==> src/sv/ifs_pkg.sv <==
// Package for the information frame stuffer: register indexes, reset values
// and the stuffing constants. No dependencies.
package ifs_pkg;

   localparam int unsigned ByteWidth = 8;
   localparam int unsigned SeqWidth  = 2;
   localparam int unsigned CsrIndexWidth = 2;

   typedef logic [ByteWidth-1:0] byte_type;
   typedef logic [SeqWidth-1:0]  seq_type;
   typedef logic [CsrIndexWidth-1:0] csr_index_type;

   // Configuration register indexes
   localparam csr_index_type CSR_FLAG    = 2'd0;
   localparam csr_index_type CSR_ESCAPE  = 2'd1;
   localparam csr_index_type CSR_ADDRESS = 2'd2;

   // Reset values of the configuration registers
   localparam byte_type FLAG_RESET    = 8'h7E;
   localparam byte_type ESCAPE_RESET  = 8'h7D;
   localparam byte_type ADDRESS_RESET = 8'h03;

   // XOR applied to a byte that follows the escape byte
   localparam byte_type STUFF_MASK = 8'h20;

endpackage

==> src/sv/information_frame_stuffer_top.sv <==
// Top level of the information frame stuffer: framing sequencer, stuffing
// logic and output register. Depends on ifs_pkg.
//
// Usage:
//   req_* : payload bytes in. tdata = payload_byte, tlast = last byte of the
//           frame, tuser = sequence number (taken on a frame's first byte).
//   rsp_* : line bytes out. tdata = line_byte, tlast = last line byte caused
//           by one input transfer, tuser = closing flag of the frame.
//   csr_* : register writes (0 flag, 1 escape, 2 address); always ready.
//           Write only while the block is idle.
// The first line byte of an input transfer is held in the job registers and
// then loaded into the output register before it shows on rsp.
// Throughput: one line byte per cycle while rsp_tready is high. An input
// transfer causes 1 or 2 line bytes for a mid-frame byte, up to 12 for a
// one-byte frame. The single byte-wide output register sets this figure; the
// next input transfer is taken in the cycle that the last line byte of the
// current one is loaded, so successive transfers leave no gap on rsp.
// Reset: clears the frame state, empties the pipeline and reloads the
// register defaults (flag 0x7E, escape 0x7D, address 0x03).
// Stall: while rsp_tready is low the output byte holds, the sequencer holds
// and req_tready drops once the current transfer's bytes are pending.
module information_frame_stuffer_top (
   input  logic       clock,
   input  logic       reset,
   // Input channel
   input  logic       req_tvalid,
   output logic       req_tready,
   input  logic [7:0] req_tdata,   // [7:0] payload_byte
   input  logic       req_tlast,   // last_byte
   input  logic [1:0] req_tuser,   // [1:0] sequence_req
   // Result channel
   output logic       rsp_tvalid,
   input  logic       rsp_tready,
   output logic [7:0] rsp_tdata,   // [7:0] line_byte
   output logic       rsp_tlast,   // run_last
   output logic       rsp_tuser,   // [0] frame_end
   // Configuration write channel
   input  logic       csr_valid,
   output logic       csr_ready,
   input  logic [1:0] csr_index,
   input  logic [7:0] csr_data
);

   // Sequencer phase codes, in emission order
   localparam logic [2:0] PH_OPEN  = 3'd0;
   localparam logic [2:0] PH_ADDR  = 3'd1;
   localparam logic [2:0] PH_CTRL  = 3'd2;
   localparam logic [2:0] PH_HCS   = 3'd3;
   localparam logic [2:0] PH_DATA  = 3'd4;
   localparam logic [2:0] PH_CHECK = 3'd5;
   localparam logic [2:0] PH_CLOSE = 3'd6;

   // Configuration registers
   ifs_pkg::byte_type flag_ff, escape_ff, address_ff;

   // Frame state, updated on each accepted transfer
   logic              in_frame_ff, in_frame_in;
   ifs_pkg::byte_type parity_ff, parity_in;

   // Current job
   logic              busy_ff, busy_in;
   logic [2:0]        phase_ff, phase_in;
   logic              esc_half_ff, esc_half_in;
   ifs_pkg::byte_type data_ff, data_in;
   logic              last_ff, last_in;
   ifs_pkg::byte_type ctrl_ff, ctrl_in;
   ifs_pkg::byte_type check_ff, check_in;

   // Output register
   logic              rsp_valid_ff, rsp_valid_in;
   ifs_pkg::byte_type rsp_data_ff, rsp_data_in;
   logic              rsp_last_ff, rsp_last_in;
   logic              rsp_end_ff, rsp_end_in;

   logic              load;        // output register takes a new byte
   logic              req_fire;
   ifs_pkg::byte_type cur_byte;    // unstuffed byte of the current phase
   logic              need_stuff;
   logic              stuffed_phase;
   ifs_pkg::byte_type out_byte;
   logic              out_end;
   logic              step_done;   // current phase finishes with this byte
   logic              job_final;   // this byte is the job's last
   logic [2:0]        phase_next;
   ifs_pkg::byte_type run_parity;

   assign csr_ready = 1'b1;

   assign load       = !rsp_valid_ff || rsp_tready;
   assign req_tready = !busy_ff || (load && job_final);
   assign req_fire   = req_tvalid && req_tready;

   // Select the byte of the current phase
   always_comb begin
      case (phase_ff)
         PH_ADDR:  cur_byte = address_ff;
         PH_CTRL:  cur_byte = ctrl_ff;
         PH_HCS:   cur_byte = address_ff ^ ctrl_ff;
         PH_DATA:  cur_byte = data_ff;
         PH_CHECK: cur_byte = check_ff;
         default:  cur_byte = flag_ff;
      endcase
   end

   assign stuffed_phase = (phase_ff != PH_OPEN) && (phase_ff != PH_CLOSE);
   assign need_stuff    = stuffed_phase && !esc_half_ff &&
                          ((cur_byte == flag_ff) || (cur_byte == escape_ff));

   // Build the line byte: escape first, then the masked value, for a byte that needs stuffing
   always_comb begin
      if (need_stuff) begin
         out_byte = escape_ff;
      end else if (esc_half_ff) begin
         out_byte = cur_byte ^ ifs_pkg::STUFF_MASK;
      end else begin
         out_byte = cur_byte;
      end
   end

   assign out_end   = (phase_ff == PH_CLOSE);
   assign step_done = !need_stuff;
   assign job_final = busy_ff && step_done &&
                      ((phase_ff == PH_CLOSE) || ((phase_ff == PH_DATA) && !last_ff));

   // Advance through header, payload and trailer
   always_comb begin
      case (phase_ff)
         PH_OPEN:  phase_next = PH_ADDR;
         PH_ADDR:  phase_next = PH_CTRL;
         PH_CTRL:  phase_next = PH_HCS;
         PH_HCS:   phase_next = PH_DATA;
         PH_DATA:  phase_next = PH_CHECK;
         PH_CHECK: phase_next = PH_CLOSE;
         default:  phase_next = PH_CLOSE;
      endcase
   end

   // Running parity seen by the incoming byte; restart on a new frame
   assign run_parity = in_frame_ff ? parity_ff : '0;

   always_comb begin
      in_frame_in  = in_frame_ff;
      parity_in    = parity_ff;
      busy_in      = busy_ff;
      phase_in     = phase_ff;
      esc_half_in  = esc_half_ff;
      data_in      = data_ff;
      last_in      = last_ff;
      ctrl_in      = ctrl_ff;
      check_in     = check_ff;
      rsp_valid_in = rsp_valid_ff;
      rsp_data_in  = rsp_data_ff;
      rsp_last_in  = rsp_last_ff;
      rsp_end_in   = rsp_end_ff;

      if (load) begin
         rsp_valid_in = busy_ff;
         rsp_data_in  = out_byte;
         rsp_last_in  = job_final;
         rsp_end_in   = out_end;
         if (busy_ff) begin
            if (need_stuff) begin
               esc_half_in = 1'b1;
            end else begin
               esc_half_in = 1'b0;
               phase_in    = phase_next;
            end
            if (job_final) begin
               busy_in = 1'b0;
            end
         end
      end

      // Take a new transfer; overrides the job fields just retired
      if (req_fire) begin
         busy_in     = 1'b1;
         esc_half_in = 1'b0;
         phase_in    = in_frame_ff ? PH_DATA : PH_OPEN;
         data_in     = req_tdata;
         last_in     = req_tlast;
         ctrl_in     = {req_tuser, {(ifs_pkg::ByteWidth - ifs_pkg::SeqWidth){1'b0}}};
         check_in    = run_parity ^ req_tdata;
         in_frame_in = !req_tlast;
         parity_in   = req_tlast ? '0 : (run_parity ^ req_tdata);
      end
   end

   always_ff @(posedge clock) begin
      if (reset) begin
         flag_ff      <= ifs_pkg::FLAG_RESET;
         escape_ff    <= ifs_pkg::ESCAPE_RESET;
         address_ff   <= ifs_pkg::ADDRESS_RESET;
         in_frame_ff  <= 1'b0;
         parity_ff    <= '0;
         busy_ff      <= 1'b0;
         phase_ff     <= PH_OPEN;
         esc_half_ff  <= 1'b0;
         rsp_valid_ff <= 1'b0;
      end else begin
         if (csr_valid) begin
            case (csr_index)
               ifs_pkg::CSR_FLAG:    flag_ff    <= csr_data;
               ifs_pkg::CSR_ESCAPE:  escape_ff  <= csr_data;
               ifs_pkg::CSR_ADDRESS: address_ff <= csr_data;
               default: ;
            endcase
         end
         in_frame_ff  <= in_frame_in;
         parity_ff    <= parity_in;
         busy_ff      <= busy_in;
         phase_ff     <= phase_in;
         esc_half_ff  <= esc_half_in;
         rsp_valid_ff <= rsp_valid_in;
      end
   end

   // Payload registers: no reset
   always_ff @(posedge clock) begin
      data_ff     <= data_in;
      last_ff     <= last_in;
      ctrl_ff     <= ctrl_in;
      check_ff    <= check_in;
      rsp_data_ff <= rsp_data_in;
      rsp_last_ff <= rsp_last_in;
      rsp_end_ff  <= rsp_end_in;
   end

   assign rsp_tvalid = rsp_valid_ff;
   assign rsp_tdata  = rsp_data_ff;
   assign rsp_tlast  = rsp_last_ff;
   assign rsp_tuser  = rsp_end_ff;

endmodule
==> config.mk <==
export PLATFORM = sky130hd
export DESIGN_NAME = information_frame_stuffer_top
export DESIGN_NICKNAME = d
export VERILOG_FILES = /design/src/sv/ifs_pkg.sv /design/src/sv/information_frame_stuffer_top.sv
export SDC_FILE = /design/constraint.sdc
export NUM_CORES = 1
export LEC_CHECK = 0
export BUFFER_PORTS_ARGS = -buffer_cell sky130_fd_sc_hd__buf_2
export CAP_MARGIN = 30
export CELL_PAD_IN_SITES_DETAIL_PLACEMENT = 1
export CELL_PAD_IN_SITES_GLOBAL_PLACEMENT = 2
export CORE_ASPECT_RATIO = 1.4
export CORE_MARGIN = 2
export CORE_UTILIZATION = 42
export CTS_BUF_LIST = sky130_fd_sc_hd__clkbuf_2 sky130_fd_sc_hd__clkbuf_4 sky130_fd_sc_hd__clkbuf_8
export CTS_CLUSTER_DIAMETER = 30
export DETAILED_ROUTE_END_ITERATION = 10
export PLACE_DENSITY = 0.95
export SKIP_LAST_GASP = 1
export SYNTH_ARGS = -nofsm -noshare
export SYNTH_HDL_FRONTEND = slang
export SYNTH_SLANG_ARGS = --single-unit
==> constraint.sdc <==
create_clock -name clock -period 6.4 [get_ports clock]
set_clock_uncertainty 0.15 [all_clocks]
set_input_delay 0.32 -clock clock [delete_from_list [all_inputs] [get_ports clock]]
set_output_delay 0.32 -clock clock [all_outputs]
set_load 0.005 [all_outputs]
==> impl_metrics.env <==
export IMPL_seqPwrFrac_pct=49.9
export IMPL_yosys_warnings=0
export IMPL_crit_start="phase_ff[1]"
export IMPL_vias=2587
export IMPL_hpwl_mm=6.20
export IMPL_synth_area_sq_um=3340
export IMPL_holdBufCountCts=5
export IMPL_synthDistinctLibCells=54
export IMPL_vdd_drop_max_uv=162
export IMPL_n_fill_cell=891
export IMPL_synth_edf_count=29
export IMPL_setup_viol=0
export IMPL_p_comb_share_pct=13.8
export IMPL_yosysMostFrequentCell="nand2_1"
export IMPL_fin_tns_setup_ns=0
export IMPL_drt_pass1_iter_count=4
export IMPL_clock_fmax_mhz=232
export IMPL_leakage_nw=1.47
export IMPL_gp_routability_congestion=0.897
export IMPL_ys_top_cells_by_count="nand2_1 (48), dfxtp_1 (39), edfxtp_1 (29), nor2_1 (27), mux2i_1 (18)"
export IMPL_worstSetupEndpointType="flop"
export IMPL_intPower_mw=0.765
export IMPL_synth_ff_type="dfxtp_1"
export IMPL_via_per_inst=5.50
export IMPL_syn_num_nets=357
export IMPL_ios=39
export IMPL_drive_above_1_share_pct=17.8
export IMPL_cts_setup_buffers=0
export IMPL_p_switching_mw=0.257
export IMPL_crit_type="reg2reg"
export IMPL_worstReg2RegStart="phase_ff[1]"
export IMPL_cts_root_buffer="clkbuf_8"
export IMPL_drc=0
export IMPL_report_final_slew_viol_count=0
export IMPL_multiInputGateArea_sq_um=1520
export IMPL_antenna_found_initial=0
export IMPL_die_area_sq_um=8690
export IMPL_core_sq_um=7750
export IMPL_ys_async_sr_fraction_pct=0
export IMPL_grt_pass1_vias=2696
export IMPL_syn_to_final_growth_pct=13.4
export IMPL_drt_iter0_drc=161
export IMPL_cp_max_fo=22
export IMPL_synth_top_cells_by_area="edfxtp_1 (26%), dfxtp_1 (23%), mux2i_1 (5.4%)"
export IMPL_cts_buffers=9
export IMPL_finalHoldViolations=0
export IMPL_ys_seq_elements=68
export IMPL_nets=391
export IMPL_cts_htree_levels=3
export IMPL_ys_seq_area_share_pct=49.4
export IMPL_yosysTopAreaCellShare_pct=26.1
export IMPL_clkTransAtPathRegs_ns=0.07
export IMPL_ant_nets=0
export IMPL_drv_cap=0
export IMPL_power_density_nw_per_um2=270
export IMPL_max_slew_margin_rel_pct=40.1
export IMPL_overflow=0
export IMPL_total_power_mw=1.02
export IMPL_clock_path_buffers=2
export IMPL_arrival_ns=4.15
export IMPL_final_min_clock_period_ns=4.31
export IMPL_p_sw_share_pct=25.2
export IMPL_cts_tree="built"
export IMPL_start_util_pct=43.1
export IMPL_insertedDiodeCount=0
export IMPL_wl_per_cell_um=17.6
export IMPL_num_rows=38
export IMPL_grt_usage_pct=21.1
export IMPL_p_clk_share_pct=36.3
export IMPL_synthCells=331
export IMPL_synth_top_area_cell="edfxtp_1"
export IMPL_port_buffers=37
export IMPL_cts_resized=0
export IMPL_worstMarginPinSlew_ns=0.897
export IMPL_grt_first_pass_wirelength_mm=13.6
export IMPL_finalWirelength_mm=8.28
export IMPL_status="finished, final reports clean"
export IMPL_period_share_pct=67.4
export IMPL_avgSynthCellArea_sq_um=10.1
export IMPL_ff_latch_area_sq_um=1650
export IMPL_die_y_um=110
export IMPL_grt_setup_unrepaired="false"
export IMPL_dieWidth_um=79.4
export IMPL_grt_max_degree=41
export IMPL_worstHoldStart="req_tlast"
export IMPL_crit_required_ns=6.24
export IMPL_min_path_type="in2reg"
export IMPL_numClockSinks=68
export IMPL_crit_path_start_kind="flop"
export IMPL_insertion_delay_ns=0.35
[power groups by stage]
stage	registers, mW	clock network [mW]	logic, mW
after global routing	0.514	0.398	0.156
after global placement	0.518	0	0.134
after CTS	0.511	0.381	0.141
final	0.511	0.371	0.141
after detailed placement	0.521	0	0.138
after floorplan	0.510	0	0.101
[final cells by class]
type | instances | area share, %
sequential | 68 | 43.6
multi-input combinational | 233 | 40.2
timing repair buffer | 43 | 6.40
clock buffer | 14 | 4.59
tap | 100 | 3.30
inverter | 10 | 0.990
clock inverter | 2 | 0.924
[registers in the layout, summed over array words and instances, names as in the netlist]
register and cells:
escape_ff 8, rsp_tuser 1, flag_ff 8, address_ff 8
esc_half_ff 1, ctrl_ff 2, busy_ff 1, check_ff 8
last_ff 1, parity_ff 8, rsp_tvalid 1, data_ff 8
phase_ff 3, rsp_tlast 1, rsp_tdata 8, in_frame_ff 1
[metal layers]
layer  part of all wire (%)  routed length, um  global-route usage, %
met4                    4.6                378                   12.8
met2                     52               4300                   36.4
met1                     40               3270                   23.3
met5                      0                  0                      0
met3                    3.9                323                   5.17
[path summary, 6_finish.rpt]
check | endpoint | slack, ns | cells past startpoint
worst max register to register | last_ff | 2.09 | 9
worst min register to register | parity_ff[1] | 0.33 | 2
worst max-delay path | last_ff | 2.09 | 9
worst min-delay path | last_ff | 0.02 | 1
[critical path: stages (launching register included)]
cell	delay, ns
dfxtp_1	0.79
nor2b_1	0.58
o32a_1	0.31
nor2_1	0.09
xor2_1	0.14
or4_1	0.54
or4_4	0.47
nand2_4	0.22
o21a_4	0.30
inv_1	0.35
[cell usage in the layout, fill, tap and decap left out, types with 2 or more instances in the layout]
| cell | n |
|---|---|
| nand2_1 | 48 |
| nand3_1 | 3 |
| or3_1 | 2 |
| xnor2_1 | 10 |
| nand3b_1 | 8 |
| nor2b_1 | 8 |
| buf_2 | 37 |
| nor2_1 | 27 |
| and2_1 | 2 |
| mux2i_1 | 18 |
| dlygate4sd3_1 | 5 |
| o32a_1 | 6 |
| o21ai_0 | 11 |
| a211oi_1 | 2 |
| nor4_1 | 2 |
| dfxtp_1 | 39 |
| mux2_2 | 4 |
| or4_1 | 2 |
| edfxtp_1 | 29 |
| nand4_1 | 2 |
| nor3_1 | 2 |
| clkbuf_4 | 3 |
| o31ai_1 | 4 |
| clkbuf_8 | 11 |
| nand2b_1 | 10 |
| a211o_1 | 8 |
| a222oi_1 | 3 |
| a21oi_1 | 11 |
| nor3b_1 | 11 |
| inv_1 | 10 |
| o221ai_1 | 3 |
| xor2_1 | 5 |
| and3b_1 | 2 |
[per-stage QoR]
| step | util (%) | hold WS (ns) | setup WS (ns) | std cells | area [sq um] |
|---|---|---|---|---|---|
| after floorplan | - | 0.269 | 3.12 | 331 | 3340 |
| after global placement | 45.6 | 0.307 | 2.30 | 449 | 3530 |
| after detailed placement | 45.6 | 0.322 | 2.11 | 449 | 3530 |
| after CTS | 48.9 | 0.00355 | 2.08 | 470 | 3790 |
| after global routing | 48.9 | 0.00624 | 1.76 | 470 | 3790 |
| final | 48.9 | 0.0207 | 2.09 | 470 | 3790 |
[kinds of logic (layout without fill, tap and decap cells)]
| logic type | after synthesis | after routing | share of synthesized area, % |
|---|---|---|---|
| flip-flops | 68 | 68 | 49.4 |
| multiplexers | 22 | 22 | 6.74 |
| XOR/XNOR | 15 | 15 | 3.93 |
| other | 1 | 1 | 0.112 |
| AND/OR/NAND/NOR | 134 | 134 | 20.7 |
| buffers and inverters | 30 | 69 | 4.94 |
| AO/OA/AOI/OAI | 61 | 61 | 14.2 |
(Power assumes the default switching activity.)
